[src/rtl/u8l9_pkg.sv]
// ----------------------------------------------------------------------------
// u8l9_pkg
// Shared types, code points and the Latin-9 mapping for the UTF-8 converter.
// ----------------------------------------------------------------------------
`default_nettype none

package u8l9_pkg;

   localparam int unsigned BYTE_BITS = 8;
   localparam int unsigned LEN_BITS  = 16;
   localparam int unsigned ACC_BITS  = 31;
   localparam int unsigned REM_BITS  = 3;

   // Code points that Latin-9 places in the upper half
   localparam logic [ACC_BITS-1:0] CP_OE_CAP    = 31'h0152;
   localparam logic [ACC_BITS-1:0] CP_OE_SMALL  = 31'h0153;
   localparam logic [ACC_BITS-1:0] CP_S_CARON   = 31'h0160;
   localparam logic [ACC_BITS-1:0] CP_S_CARON_L = 31'h0161;
   localparam logic [ACC_BITS-1:0] CP_Y_DIAER   = 31'h0178;
   localparam logic [ACC_BITS-1:0] CP_Z_CARON   = 31'h017D;
   localparam logic [ACC_BITS-1:0] CP_Z_CARON_L = 31'h017E;
   localparam logic [ACC_BITS-1:0] CP_EURO      = 31'h20AC;

   // One step's results: an optional data word, then an optional end word
   typedef struct packed {
      logic                  has_data;
      logic                  has_end;
      logic [BYTE_BITS-1:0]  data;
      logic [LEN_BITS-1:0]   length;
   } rec_type;

   typedef struct packed {
      logic                  ok;
      logic [BYTE_BITS-1:0]  data;
   } map_type;

   function automatic map_type latin9_map(input logic [ACC_BITS-1:0] cp);
      map_type m;
      m.ok   = 1'b1;
      m.data = cp[BYTE_BITS-1:0];
      if (cp[ACC_BITS-1:BYTE_BITS] != '0) begin
         case (cp)
            CP_OE_CAP:    m.data = 8'hBC;
            CP_OE_SMALL:  m.data = 8'hBD;
            CP_S_CARON:   m.data = 8'hA6;
            CP_S_CARON_L: m.data = 8'hA8;
            CP_Y_DIAER:   m.data = 8'hBE;
            CP_Z_CARON:   m.data = 8'hB4;
            CP_Z_CARON_L: m.data = 8'hB8;
            CP_EURO:      m.data = 8'hA4;
            default: begin
               m.ok   = 1'b0;
               m.data = '0;
            end
         endcase
      end
      return m;
   endfunction

endpackage

`default_nettype wire

[src/rtl/u8l9_decoder.sv]
// ----------------------------------------------------------------------------
// u8l9_decoder
// Sequence state, code point assembly and the saturating output count.
// ----------------------------------------------------------------------------
`default_nettype none

module u8l9_decoder #(
   parameter int unsigned COUNT_BITS = 16
) (
   input  wire logic                 clock,
   input  wire logic                 reset,
   input  wire logic                 accept,
   input  wire logic [7:0]           in_byte,
   input  wire logic                 last_byte,
   output u8l9_pkg::rec_type         rec
);
   import u8l9_pkg::*;

   logic [REM_BITS-1:0]   rem_ff,   rem_in;
   logic [ACC_BITS-1:0]   acc_ff,   acc_in;
   logic                  seqok_ff, seqok_in;
   logic [COUNT_BITS-1:0] count_ff, count_in;

   logic                  have;
   logic [BYTE_BITS-1:0]  emit;
   logic [COUNT_BITS-1:0] count_inc;
   map_type               mapped;

   always_comb begin
      rem_in   = rem_ff;
      acc_in   = acc_ff;
      seqok_in = seqok_ff;
      have     = 1'b0;
      emit     = in_byte;
      mapped   = latin9_map({acc_ff[ACC_BITS-7:0], in_byte[5:0]});

      if (rem_ff != '0) begin
         seqok_in = seqok_ff & (in_byte[7:6] == 2'b10);
         acc_in   = {acc_ff[ACC_BITS-7:0], in_byte[5:0]};
         rem_in   = rem_ff - 1'b1;
         if (rem_in == '0 && seqok_in && mapped.ok) begin
            have = 1'b1;
            emit = mapped.data;
         end
      end else if (!in_byte[7]) begin
         have = 1'b1;
      end else if (in_byte[7:6] == 2'b11 && in_byte[7:1] != 7'h7F) begin
         seqok_in = 1'b1;
         if (!in_byte[5]) begin
            rem_in = 3'd1;
            acc_in = ACC_BITS'(in_byte[4:0]);
         end else if (!in_byte[4]) begin
            rem_in = 3'd2;
            acc_in = ACC_BITS'(in_byte[3:0]);
         end else if (!in_byte[3]) begin
            rem_in = 3'd3;
            acc_in = ACC_BITS'(in_byte[2:0]);
         end else if (!in_byte[2]) begin
            rem_in = 3'd4;
            acc_in = ACC_BITS'(in_byte[1:0]);
         end else begin
            rem_in = 3'd5;
            acc_in = ACC_BITS'(in_byte[0]);
         end
      end

      count_inc = count_ff;
      if (have && count_ff != '1) begin
         count_inc = count_ff + 1'b1;
      end
      count_in = count_inc;

      // end of string: everything back to its reset value
      if (last_byte) begin
         rem_in   = '0;
         acc_in   = '0;
         seqok_in = 1'b0;
         count_in = '0;
      end

      rec.has_data = have;
      rec.has_end  = last_byte;
      rec.data     = emit;
      rec.length   = LEN_BITS'(count_inc);
   end

   always_ff @(posedge clock) begin
      if (reset) begin
         rem_ff   <= '0;
         acc_ff   <= '0;
         seqok_ff <= 1'b0;
         count_ff <= '0;
      end else if (accept) begin
         rem_ff   <= rem_in;
         acc_ff   <= acc_in;
         seqok_ff <= seqok_in;
         count_ff <= count_in;
      end
   end

endmodule

`default_nettype wire

[src/rtl/u8l9_result_buffer.sv]
// ----------------------------------------------------------------------------
// u8l9_result_buffer
// Output register plus skid slot; a record yields its data word, then end word.
// ----------------------------------------------------------------------------
`default_nettype none

module u8l9_result_buffer (
   input  wire logic               clock,
   input  wire logic               reset,
   input  wire logic               push,
   input  u8l9_pkg::rec_type       rec,
   output logic                    space,
   output logic                    rsp_tvalid,
   input  wire logic               rsp_tready,
   output logic [23:0]             rsp_tdata,   // [7:0] out_byte, [23:8] out_length
   output logic                    rsp_tlast    // end_marker
);
   import u8l9_pkg::*;

   rec_type cur_ff,        cur_in;
   logic    cur_valid_ff,  cur_valid_in;
   rec_type skid_ff,       skid_in;
   logic    skid_valid_ff, skid_valid_in;

   logic    take;
   logic    cur_done;

   assign take     = cur_valid_ff & rsp_tready;
   assign cur_done = take & ~(cur_ff.has_data & cur_ff.has_end);
   assign space    = ~skid_valid_ff;

   always_comb begin
      cur_in        = cur_ff;
      cur_valid_in  = cur_valid_ff;
      skid_in       = skid_ff;
      skid_valid_in = skid_valid_ff;

      // data word gone, end word still to send
      if (take && !cur_done) begin
         cur_in.has_data = 1'b0;
      end

      if (!cur_valid_ff || cur_done) begin
         if (skid_valid_ff) begin
            cur_in        = skid_ff;
            cur_valid_in  = 1'b1;
            skid_valid_in = 1'b0;
         end else if (push) begin
            cur_in       = rec;
            cur_valid_in = 1'b1;
         end else begin
            cur_valid_in = 1'b0;
         end
      end else if (push) begin
         skid_in       = rec;
         skid_valid_in = 1'b1;
      end
   end

   always_ff @(posedge clock) begin
      if (reset) begin
         cur_valid_ff  <= 1'b0;
         skid_valid_ff <= 1'b0;
      end else begin
         cur_valid_ff  <= cur_valid_in;
         skid_valid_ff <= skid_valid_in;
      end
      cur_ff  <= cur_in;
      skid_ff <= skid_in;
   end

   assign rsp_tvalid = cur_valid_ff;
   assign rsp_tlast  = ~cur_ff.has_data;
   assign rsp_tdata  = {cur_ff.length, cur_ff.has_data ? cur_ff.data : 8'h00};

endmodule

`default_nettype wire

[src/rtl/utf8_to_latin9_stream_converter.sv]
// Result words are registered in the output register, or in the skid slot
// while that register holds an unsent word. One byte is taken per cycle while
// the skid slot is free; a data-and-end record stays in the output register
// until both its words are out. Reset (synchronous, active high) clears the
// sequence state, the count and both result slots; no clearing pass is needed.
// ----------------------------------------------------------------------------
// utf8_to_latin9_stream_converter
// Streaming UTF-8 to ISO-8859-15 converter with terminating length word.
// ----------------------------------------------------------------------------
`default_nettype none

module utf8_to_latin9_stream_converter #(
   parameter int unsigned COUNT_BITS = 16
) (
   input  wire logic        clock,
   input  wire logic        reset,
   input  wire logic        req_tvalid,
   output logic             req_tready,
   input  wire logic [7:0]  req_tdata,    // [7:0] in_byte
   input  wire logic        req_tlast,    // last_byte
   output logic             rsp_tvalid,
   input  wire logic        rsp_tready,
   output logic [23:0]      rsp_tdata,    // [7:0] out_byte, [23:8] out_length
   output logic             rsp_tlast     // end_marker
);
   import u8l9_pkg::*;

   rec_type rec;
   logic    accept;
   logic    space;

   assign req_tready = space;
   assign accept     = req_tvalid & space;

   u8l9_decoder #(
      .COUNT_BITS (COUNT_BITS)
   ) u_decoder (
      .clock     (clock),
      .reset     (reset),
      .accept    (accept),
      .in_byte   (req_tdata),
      .last_byte (req_tlast),
      .rec       (rec)
   );

   u8l9_result_buffer u_buffer (
      .clock      (clock),
      .reset      (reset),
      .push       (accept & (rec.has_data | rec.has_end)),
      .rec        (rec),
      .space      (space),
      .rsp_tvalid (rsp_tvalid),
      .rsp_tready (rsp_tready),
      .rsp_tdata  (rsp_tdata),
      .rsp_tlast  (rsp_tlast)
   );

   // input only stalls behind a pending word
   a_stall_has_word : assert property (@(posedge clock) disable iff (reset)
      !req_tready |-> rsp_tvalid)
      else $error("input stalled with no result pending");

   // a final byte always leaves a word to deliver
   a_last_gives_word : assert property (@(posedge clock) disable iff (reset)
      req_tvalid && req_tready && req_tlast |=> rsp_tvalid)
      else $error("final byte left no result word");

   // end word carries NUL
   a_end_is_nul : assert property (@(posedge clock) disable iff (reset)
      rsp_tvalid && rsp_tlast |-> rsp_tdata[7:0] == 8'h00)
      else $error("end word with non-zero byte");

endmodule

`default_nettype wire
[config.mk]
export PLATFORM = sky130hd
export DESIGN_NAME = utf8_to_latin9_stream_converter
export DESIGN_NICKNAME = d
export VERILOG_FILES = /design/src/rtl/u8l9_pkg.sv /design/src/rtl/u8l9_decoder.sv /design/src/rtl/u8l9_result_buffer.sv /design/src/rtl/utf8_to_latin9_stream_converter.sv
export SDC_FILE = /design/constraint.sdc
export NUM_CORES = 1
export LEC_CHECK = 0
export ABC_AREA = 1
export BUFFER_PORTS_ARGS = -buffer_cell sky130_fd_sc_hd__buf_2
export CORE_AREA = 2 2 172 107
export DETAILED_ROUTE_END_ITERATION = 12
export DIE_AREA = 0 0 174 109
export SLEW_MARGIN = 20
export SYNTH_ARGS = -nofsm -noshare
export SYNTH_HDL_FRONTEND = slang
export SYNTH_SLANG_ARGS = --single-unit
[constraint.sdc]
create_clock -name clock -period 3.4 [get_ports clock]
set_input_delay 0.68 -clock clock [delete_from_list [all_inputs] [get_ports clock]]
set_output_delay 0.68 -clock clock [all_outputs]
set_load 0.005 [all_outputs]
After elaboration in Yosys (flattened, before gate mapping). Cells that the tools add are included.

Register bits after elaboration: 99. Bits in latches: 0. Bits in writable memories: 0. ROM bits: 0. Input bits: 13. Output and inout bits: 27. Logic and storage cells: 95. Memories: 0.

$add $sub $neg: 2. Multipliers: 0. Div/mod/pow operators: 0. Magnitude comparators: 0. Equality and inequality tests: 12. Shift operators: 0. Mux-type cells: 37. Bitwise gates (word level): 11. Reduce and logical (&&, ||, !) cells: 19.

Operators by type and width (count): $eq A31 B9 Y1 const B (7); $mux W25 (6); $mux W26 (3); $pmux W8 S8 (1); $mux W16 (2); $eq A31 B14 Y1 const B (1); $mux W3 (8); $mux W8 (3); $reduce_bool A23 Y1 (1); $add A16 B1 Y16 const B (1); $ne A16 B16 Y1 const B (1); $mux W1 (12); $mux W9 (1); $reduce_bool A3 Y1 (3); $reduce_or A8 Y1 (1); $ne A7 B7 Y1 const B (1); $and A1 B1 Y1 (6); $logic_and A1 B1 Y1 (5); $eq A2 B2 Y1 const B (2); $not A1 Y1 (4); $reduce_and A2 Y1 (2); $logic_not A3 Y1 (1); $reduce_and A3 Y1 (1); $sub A3 B1 Y3 const B (1); other kinds (6) (7).

Longest topological paths before layout. Gate-level depths: netlist of run 1.

Depth in word-level cells: 12. Gate-level depth with buffers: 15. Mapped depth without buffers: 15.

Modules after synthesis. From an unflattened synthesis of run 1, not the netlist that was laid out.

Cell total of the unflattened synthesis: 598. Area, all modules: 5053.6 um^2.

By module, submodules not included: u8l9_decoder (times used 1, cells an instance 452, area an instance 2876.5 um^2, seq. area each 900.9 um^2); u8l9_result_buffer (times used 1, cells an instance 142, area an instance 2162.1 um^2, seq. area each 1591.5 um^2); utf8_to_latin9_stream_converter (times used 1, cells an instance 4, area an instance 15.0 um^2, seq. area each 0.0 um^2).

Worst setup path before layout of run 1. No wires, ideal clock.

Path type: input to register. Start: in req_tdata[0]. End: reg u_buffer.cur_ff[16] (netlist name), enable pin. Library setup time: 0.415 ns. Data arrival time: 3.003 ns. Data required time: 2.985 ns. Slack: -0.018 ns. Stages on the path: 12. Buffers on the path: 1. Path through: nor2_1 -> nand2_1 -> nor2_1 -> nand2_1 -> a21oi_2 -> nor2_2 -> nand3_2 -> nand2_4 -> nand3_2 -> nand2_4 -> buf_2 -> a21oi_1.

Word-level cells in the longest chain between the ends: 11. Elaborated cells between the ends (all ways): 18. Classes of those cells: 8 x eq/ne; 4 x mux; 2 x bitwise; 4 x reduce/logical.

Ends and longest elaborated chain: start, declared (RTL line utf8_to_latin9_stream_converter.sv:19) `input wire logic [7:0] req_tdata,`; $eq A31 B9 Y1 or $eq A31 B14 Y1 (tied branches) (RTL line u8l9_pkg.sv:42) `case (cp)`; $reduce_or A8 Y1 (no source line) (*); $mux W1 (*) (RTL line u8l9_pkg.sv:42); $mux W9 (*) (RTL line u8l9_pkg.sv:41) `if (cp[ACC_BITS-1:BYTE_BITS] != '0) begin`; $logic_and A1 B1 Y1 (*) (RTL line u8l9_decoder.sv:41) `if (rem_in == '0 && seqok_in && mapped.ok) begin`; $mux W1 (*) (RTL line u8l9_decoder.sv:41); $mux W1 (*) (RTL line u8l9_decoder.sv:37) `if (rem_ff != '0) begin`; $or A1 B1 Y1 (*) (RTL line utf8_to_latin9_stream_converter.sv:49) `.push (accept & (rec.has_data | rec.has_end)),`; $and A1 B1 Y1 (*) (RTL line utf8_to_latin9_stream_converter.sv:49); $reduce_bool A2 Y1 (no source line) (*); $reduce_and A2 Y1 (no source line) (*); end signal, assigned (RTL line u8l9_result_buffer.sv:68) `cur_ff <= cur_in;`; end, declared (RTL line u8l9_result_buffer.sv:20) `rec_type cur_ff, cur_in;`.

Every way passes the cells marked *; elsewhere a longest branch is shown, timed or not. A chain may end at the register's enable or synchronous reset.

Final worst setup path of run 1.
Start: reg u_decoder.rem_ff[0]. End: reg u_buffer.skid_ff[3] (netlist name), enable pin.

Word-level cells in the longest chain between the ends: 9. Elaborated cells between the ends (all ways): 10. Classes of those cells: 1 x add/sub; 2 x mux; 2 x bitwise; 5 x reduce/logical.

Ends and longest elaborated chain: start, declared (RTL line u8l9_decoder.sv:19) `logic [REM_BITS-1:0] rem_ff, rem_in;`; start signal, assigned (RTL line u8l9_decoder.sv:94) `rem_ff <= rem_in;`; $sub A3 B1 Y3 (RTL line u8l9_decoder.sv:40) `rem_in = rem_ff - 1'b1;`; $logic_not A3 Y1 (RTL line u8l9_decoder.sv:41); $logic_and A1 B1 Y1 (2 in a row) (RTL line u8l9_decoder.sv:41); $mux W1 (RTL line u8l9_decoder.sv:41); $mux W1 (*) (RTL line u8l9_decoder.sv:37); $or A1 B1 Y1 (*) (RTL line utf8_to_latin9_stream_converter.sv:49); $and A1 B1 Y1 (*) (RTL line utf8_to_latin9_stream_converter.sv:49); $reduce_and A2 Y1 (no source line) (*); end signal, assigned (RTL line u8l9_result_buffer.sv:69) `skid_ff <= skid_in;`; end, declared (RTL line u8l9_result_buffer.sv:22) `rec_type skid_ff, skid_in;`.

Marked as above.

==> implementation parameters, run 1 <==
Parameter                              Value

Layout
  Layout Cell Area excl Fill ... around 5700 µm²
  Number of fillers in the final layout ... 1885
  Register area ... around 2500 µm²
  Fraction of the core area covered by cells at the end of the flow ... around a third
  Area of combinational cells with multiple inputs ... around 2100 µm²
  Area added between synthesis and finish ... 12.0%
  Final net count ... 660
  Final antenna diode count ... 0
  Post-layout instance count excluding filler cells ... roughly 890
  Fraction of final layout cells sized beyond drive strength 1 ... 16.5%

Worst hold path
  Type of the tightest min-delay check ... reg -> reg

Worst setup path
  Type of element launching the critical path ... flop
  Critical path required time ... roughly 3400 ps
  Arrival time reported for the critical path endpoint ... ~2600 ps
  Critical path peak fanout ... 25
  Element type at the critical path end ... flop
  Critical path start-end classification ... reg -> reg

Detailed routing
  Total wire length ... approximately 12 mm
  First-pass DRT Iterations ... 4
  Initial DRC count ... 300
  Routed Antenna Nets ... 0
  WL per Instance ... 13.5 µm
  Average vias per placed instance ... around 4.5
  Via count ... roughly 4000
  Final routed DRC violation total ... 0

Timing
  Worst clock skew ... ~11 ps
  Final Hold Violating Endpoints ... 0
  Smallest setup slack after layout ... a little over 800 ps
  Worst-case hold slack ... 460 ps
  Tcrit/Tclk final ... ~76%
  Time the final worst path needs with I/O delays and setup ... 2570 ps
  Transition time at the pin with the least slew margin ... about 620 ps
  Setup TNS ... 0 ps
  Setup violations, final ... 0
  Tightest slew margin relative to the limit ... 58.1%
  Achievable frequency ... 389 MHz
  RSZ-0062 raised after global routing ... no
  Number of max-slew violations in the final report ... 0

Synthesis
  Yosys warning total ... 0
  Nets in the synthesized netlist ... approximately 640
  Syn Std Cell Area ... 5130 µm²
  Dominant synthesized flop cell ... edfxtp_1
  Count of unique library cells instantiated by Yosys ... 45
  Synth Instances ... around 620
  Post-synthesis sequential area ratio ... about 50%
  Flop and latch count out of synthesis ... 99
  Share of synthesized flip-flops with an asynchronous set or reset ... 0%
  Avg Synthesized Cell Area ... 8.25 µm²
  Number of enable flip-flop cells after synthesis ... slightly above 50

Floorplan
  Die Width ... 174 µm
  Initial core utilization ... ~30%
  Die span in y ... 109 µm
  Die Area ... roughly 19000 µm²
  Row count ... 38
  Io pins ... 40
  Core region area ... 17500 µm²

CTS
  Bufs on Longest Clock Path ... 2
  Num Clock Sinks ... between 90 and 100
  Clock tree from TritonCTS ... built
  Clock root buffer ... clkbuf_16
  Worst skew pair latency ... ~350 ps
  Clock buffers created by TritonCTS ... 9
  # resized after CTS ... 0
  Post-CTS setup-driven buffer insertion count ... 0
  Deepest level of the CTS H-tree ... 3
  Hold_buf cts ... 0
  Clock slew at reported path FFs ... approximately 70 ps

Global routing
  Number of global-route vias before repair ... around 3600
  Wire length of the first global-routing pass ... roughly 20 mm
  Residual overflow from global routing ... 0
  Number of antenna violations at the first check in global routing ... 0
  Overall global routing resource usage ... 13.3%
  Largest net degree at the start of global routing ... 28

Power and ir drop
  Clock network fraction of design power ... 37.2%
  Power density over the cells ... 494 nW/µm²
  Net switching power ... 0.794 mW
  Relative contribution of combinational cells to total power ... between 10% and 20%
  Switching share of power ... between 20 and 30%
  Total power draw ... approximately 2.8 mW
  Internal power ... 2.05 mW
  Worst VDD drop ... between 0.15 and 0.2 mV
  Leakage power figure ... approximately 2.3 nW
  Share of total power in sequential cells ... between 40% and 50%

Placed design
  Number of cells in the design after placement ... approximately 870
  Placer congestion estimate ... approximately 0.96
  Placed cell area ... ~5400 µm²
  Worst setup slack before clock tree synthesis ... around 630 ps
  Detailed placer's ending HPWL ... 8.80 mm
  Buffers on Ports ... 39

Run
  Max Cap Viol ... 0

Status
  Status ... finished, final reports clean
layout make-up:
class	instances	area share (%)
sequential	99	43.4
multi-input combinational	413	36.8
tap	240	5.23
inverter	72	4.70
timing repair buffer	48	4.57
clock buffer	9	3.92
clock inverter	7	1.42
cells in the mapped netlist (2+ instances only):
master | instances | area, µm²
nand2_1 | 170 | 638
inv_1 | 68 | 255
edfxtp_1 | 51 | 1530
dfxtp_1 | 48 | 961
a21oi_1 | 46 | 230
nor2_1 | 45 | 169
nand3_1 | 42 | 210
buf_4 | 20 | 150
xor2_1 | 13 | 114
o21ai_0 | 12 | 60.1
o21ai_1 | 11 | 55.1
clkbuf_1 | 9 | 33.8
nand2_4 | 9 | 101
nand2_2 | 6 | 37.5
nor3_1 | 6 | 30.0
a21oi_2 | 5 | 43.8
a22o_1 | 5 | 43.8
buf_2 | 5 | 25.0
nor2_2 | 5 | 31.3
ha_1 | 4 | 50.1
inv_2 | 4 | 15.0
nand3_2 | 4 | 40.0
nor4_1 | 4 | 25.0
o21ai_2 | 3 | 26.3
a211oi_1 | 2 | 15.0
buf_6 | 2 | 22.5
nor2_4 | 2 | 22.5
o211ai_1 | 2 | 15.0
o22ai_1 | 2 | 12.5
xnor2_1 | 2 | 17.5
registers in the layout (all words and copies together), names as in the netlist:
signal	flops
u_buffer.rsp_tdata	16
u_buffer.rsp_tvalid	1
u_decoder.rem_ff	3
u_decoder.count_ff	16
u_buffer.cur_ff	10
u_buffer.skid_valid_ff	1
u_decoder.acc_ff	25
u_decoder.seqok_ff	1
u_buffer.skid_ff	26
cells in the final DEF (no fill, tap or decap), types with 9 or more instances in the layout:
cell type	netlist	layout
nand3_1	42	42
nor2_1	45	44
buf_2	5	39
nand2_4	9	9
o21ai_0	12	12
inv_1	68	68
o21ai_1	11	11
dfxtp_1	48	48
edfxtp_1	51	51
xor2_1	13	13
a21oi_1	46	45
nand2_1	170	170
clkbuf_16	0	9
buf_4	20	9
worst paths after layout:
kind	start	end	slack, ps	cells after the start
max reg2reg	u_decoder.rem_ff[0]	u_buffer.skid_ff[3]	830	12
max	u_decoder.rem_ff[0]	u_buffer.skid_ff[3]	830	12
min reg2reg	u_decoder.acc_ff[21]	u_decoder.acc_ff[21]	460	2
min	u_decoder.acc_ff[21]	u_decoder.acc_ff[21]	460	2
critical path, stage by stage (launching register included):
cell     delay [ps]
dfxtp_1         390
inv_1           110
ha_1            200
inv_1            60
nor2_2           70
inv_1           170
nand3_1         150
nor2_1          230
nand2_4         110
nand3_2         100
nand2_4         150
nor2_2          150
buf_4           340
cells by family after synthesis:
kind of cell / synth area share (%)
fa+ha+maj: 0.975
xor+xnor: 2.56
compound gates: 10.8
flops: 48.6
simple gates: 26.8
buf+inv: 10.4
power groups by stage:
stage,clock (mW),combinational (mW),sequential (mW)
finish,1.06,0.412,1.37
global route,1.12,0.463,1.38
CTS,1.08,0.412,1.37
detailed placement,0,0.411,1.40
global placement,0,0.410,1.40
floorplan,0,0.314,1.38
per-layer routing:
metal	share of wire [%]	global-route usage, %	vias to the layer above
met5	0	0	-
met4	0.97	3.96	0
met1	56	21.2	1841
met3	5.8	3.00	10
met2	37	17.0	102
li1	-	-	2056
Power figures use the tool's default switching activity.
==> run 2: changes to the inputs <==
- clock period: 3.4 -> 2.55 ns (I/O delays scaled with it)
==> implementation parameters, run 2 (same netlist as run 1, synthesis figures left out) <==
Parameter                              Value

Power and ir drop
  Worst VDD drop ... 0.307 mV (+56%)
  Internal power ... 2.67 mW (+30%)
  Net switching power ... 1.09 mW (+38%)
  Power density over the cells ... 641 nW/µm² (+30%)
  Total power draw ... 3.76 mW (+32%)
  Share of total power in sequential cells ... 48.6% (+0.3 points)
  Relative contribution of combinational cells to total power ... 15.4% (+0.9 points)
  Clock network fraction of design power ... 36.0% (-1.2 points)
  Leakage power figure ... 2.37 nW (+2.6%)
  Switching share of power ... 29.1% (+1.1 points)

Detailed routing
  Initial DRC count ... 380 (+27%)
  Average vias per placed instance ... 4.54 (+0.51%)
  Via count ... 4075 (+1.6%)
  Total wire length ... 12.2 mm (+1.6%)
  WL per Instance ... 13.5 µm (+0.48%)
  Final routed DRC violation total ... 0 (unchanged)
  First-pass DRT Iterations ... 6 (+2)
  Routed Antenna Nets ... 0 (unchanged)

Global routing
  Largest net degree at the start of global routing ... 28 (unchanged)
  Number of global-route vias before repair ... 3780 (+4.7%)
  Residual overflow from global routing ... 0 (unchanged)
  Overall global routing resource usage ... 13.8% (+0.52 points)
  Wire length of the first global-routing pass ... 20.4 mm (+4.4%)
  Number of antenna violations at the first check in global routing ... 0 (unchanged)

Worst hold path
  Type of the tightest min-delay check ... in -> reg

CTS
  Clock root buffer ... clkbuf_16
  Clock slew at reported path FFs ... 80 ps (about the same)
  Clock tree from TritonCTS ... built
  Clock buffers created by TritonCTS ... 9 (unchanged)
  Deepest level of the CTS H-tree ... 3 (unchanged)
  Bufs on Longest Clock Path ... 2 (unchanged)
  Worst skew pair latency ... 350 ps (about the same)
  Num Clock Sinks ... 99 (unchanged)
  Post-CTS setup-driven buffer insertion count ... 0 (unchanged)

Timing
  Tightest slew margin relative to the limit ... 63.6% (+5.5 points)
  Achievable frequency ... 431 MHz (+11%)
  RSZ-0062 raised after global routing ... no
  Final Hold Violating Endpoints ... 0 (unchanged)
  Smallest setup slack after layout ... 230 ps (-600 ps)
  Time the final worst path needs with I/O delays and setup ... 2320 ps (-250 ps)
  Setup violations, final ... 0 (unchanged)
  Setup TNS ... 0 ps (unchanged)
  Number of max-slew violations in the final report ... 0 (unchanged)
  Tcrit/Tclk final ... 91.0% (+15 points)
  Transition time at the pin with the least slew margin ... 542 ps (-78.4 ps)
  Worst clock skew ... 15.6 ps (+4.54 ps)

Layout
  Most common cell after layout, fill and taps aside ... nand2_1
  Area added between synthesis and finish ... 14.4%
  Final antenna diode count ... 0 (unchanged)
  Regs by FF count ... u_buffer.skid_ff: 26 flops, u_decoder.acc_ff: 25 flops
  Final net count ... 670 (+1.5%)
  Fraction of final layout cells sized beyond drive strength 1 ... 17.9% (+1.4 points)
  Top library cells by usage in the layout, fill and taps aside ... 170 x nand2_1, 68 x inv_1, 51 x edfxtp_1
  Biggest register ... u_buffer.skid_ff
  Flip-flop count of the largest register, all copies and words added ... 26 (unchanged)
  Fraction of the core area covered by cells at the end of the flow ... 33.5% (+0.70 points)
  Number of fillers in the final layout ... 1861 (-1.3%)
  Post-layout instance count excluding filler cells ... 898 (+1.1%)

Worst setup path
  Critical path required time ... 2660 ps (-760 ps)
  Critical path peak fanout ... 6 (-76%)
  Element type at the critical path end ... flop
  Type of element launching the critical path ... flop
  Critical path start-end classification ... reg -> reg
  Arrival time reported for the critical path endpoint ... 2430 ps (-160 ps)

Floorplan
  Initial core utilization ... 29.3% (unchanged)
  Die span in y ... 109 µm (unchanged)
  Core region area ... 17500 µm² (unchanged)
  Io pins ... 40 (unchanged)
  Die Area ... 19000 µm² (unchanged)
  Row count ... 38 (unchanged)
  Die Width ... 174 µm (unchanged)

Run
  Max Cap Viol ... 0 (unchanged)

Placed design
  Detailed placer's ending HPWL ... 8.97 mm (+1.9%)
  Buffers on Ports ... 39 (unchanged)
  Placer congestion estimate ... 0.909 (-4.9%)
  Number of cells in the design after placement ... 882 (+1.1%)
  Worst setup slack before clock tree synthesis ... 131 ps (-500 ps)

Status
  Status ... finished, final reports clean
-- run 2: worst paths after layout --
kind / from / to / cells after the start / slack (ps)
worst max-delay path: u_decoder.rem_ff[0] / u_buffer.cur_ff[18] / 11 / 230
worst min register to register: u_decoder.acc_ff[23] / u_decoder.acc_ff[23] / 2 / 470
worst max register to register: u_decoder.rem_ff[0] / u_buffer.cur_ff[18] / 11 / 230
worst min-delay path: req_tdata[0] / u_decoder.acc_ff[0] / 3 / 450
-- run 2: critical path: stages (launching register included) --
cell	delay (ps)
dfxtp_1	330
inv_1	70
ha_1	210
xnor2_1	200
nand3_1	170
nor2_1	250
nand2_1	80
inv_1	70
nand2_1	130
inv_1	130
o21ai_0	170
a22o_1	250
-- run 2: cell type report --
class	instances	area (µm²)	share of cell area [%]
sequential	99	2490	42.5
multi-input combinational	413	2130	36.3
timing repair buffer	58	375	6.40
tap	240	300	5.12
inverter	72	270	4.61
clock buffer	9	225	3.84
clock inverter	7	73.8	1.26
-- run 2: power by group through the flow --
stage	registers (mW)	clock network, mW	logic [mW]
3_5_place_dp	1.86	0	0.580
4_1_cts	1.83	1.39	0.581
2_1_floorplan	1.84	0	0.423
6_report	1.83	1.35	0.579
3_3_place_gp	1.86	0	0.577
5_1_grt	1.84	1.45	0.658
-- run 2: metrics by stage --
step | area (µm²) | hold WS [ps]
finish | 5870 | 448
global route | 5870 | 467
CTS | 5860 | 438
detailed placement | 5560 | 451
global placement | 5560 | 450
floorplan | 5150 | 439
-- run 2: metal layers --
metal	up-vias	GRT usage (%)	share of wire, %
met5	-	0	0
met4	0	4.26	0.99
met3	13	3.00	7.1
met2	134	18.1	37
met1	1852	21.8	55
li1	2076	-	-
-- run 2: what timing repair did --
item | CTS | global route
gates resized for setup | 0 | 1
setup endpoints to repair | 0 | 2
hold buffers | 0 | 0
hold endpoints to repair | 0 | 0
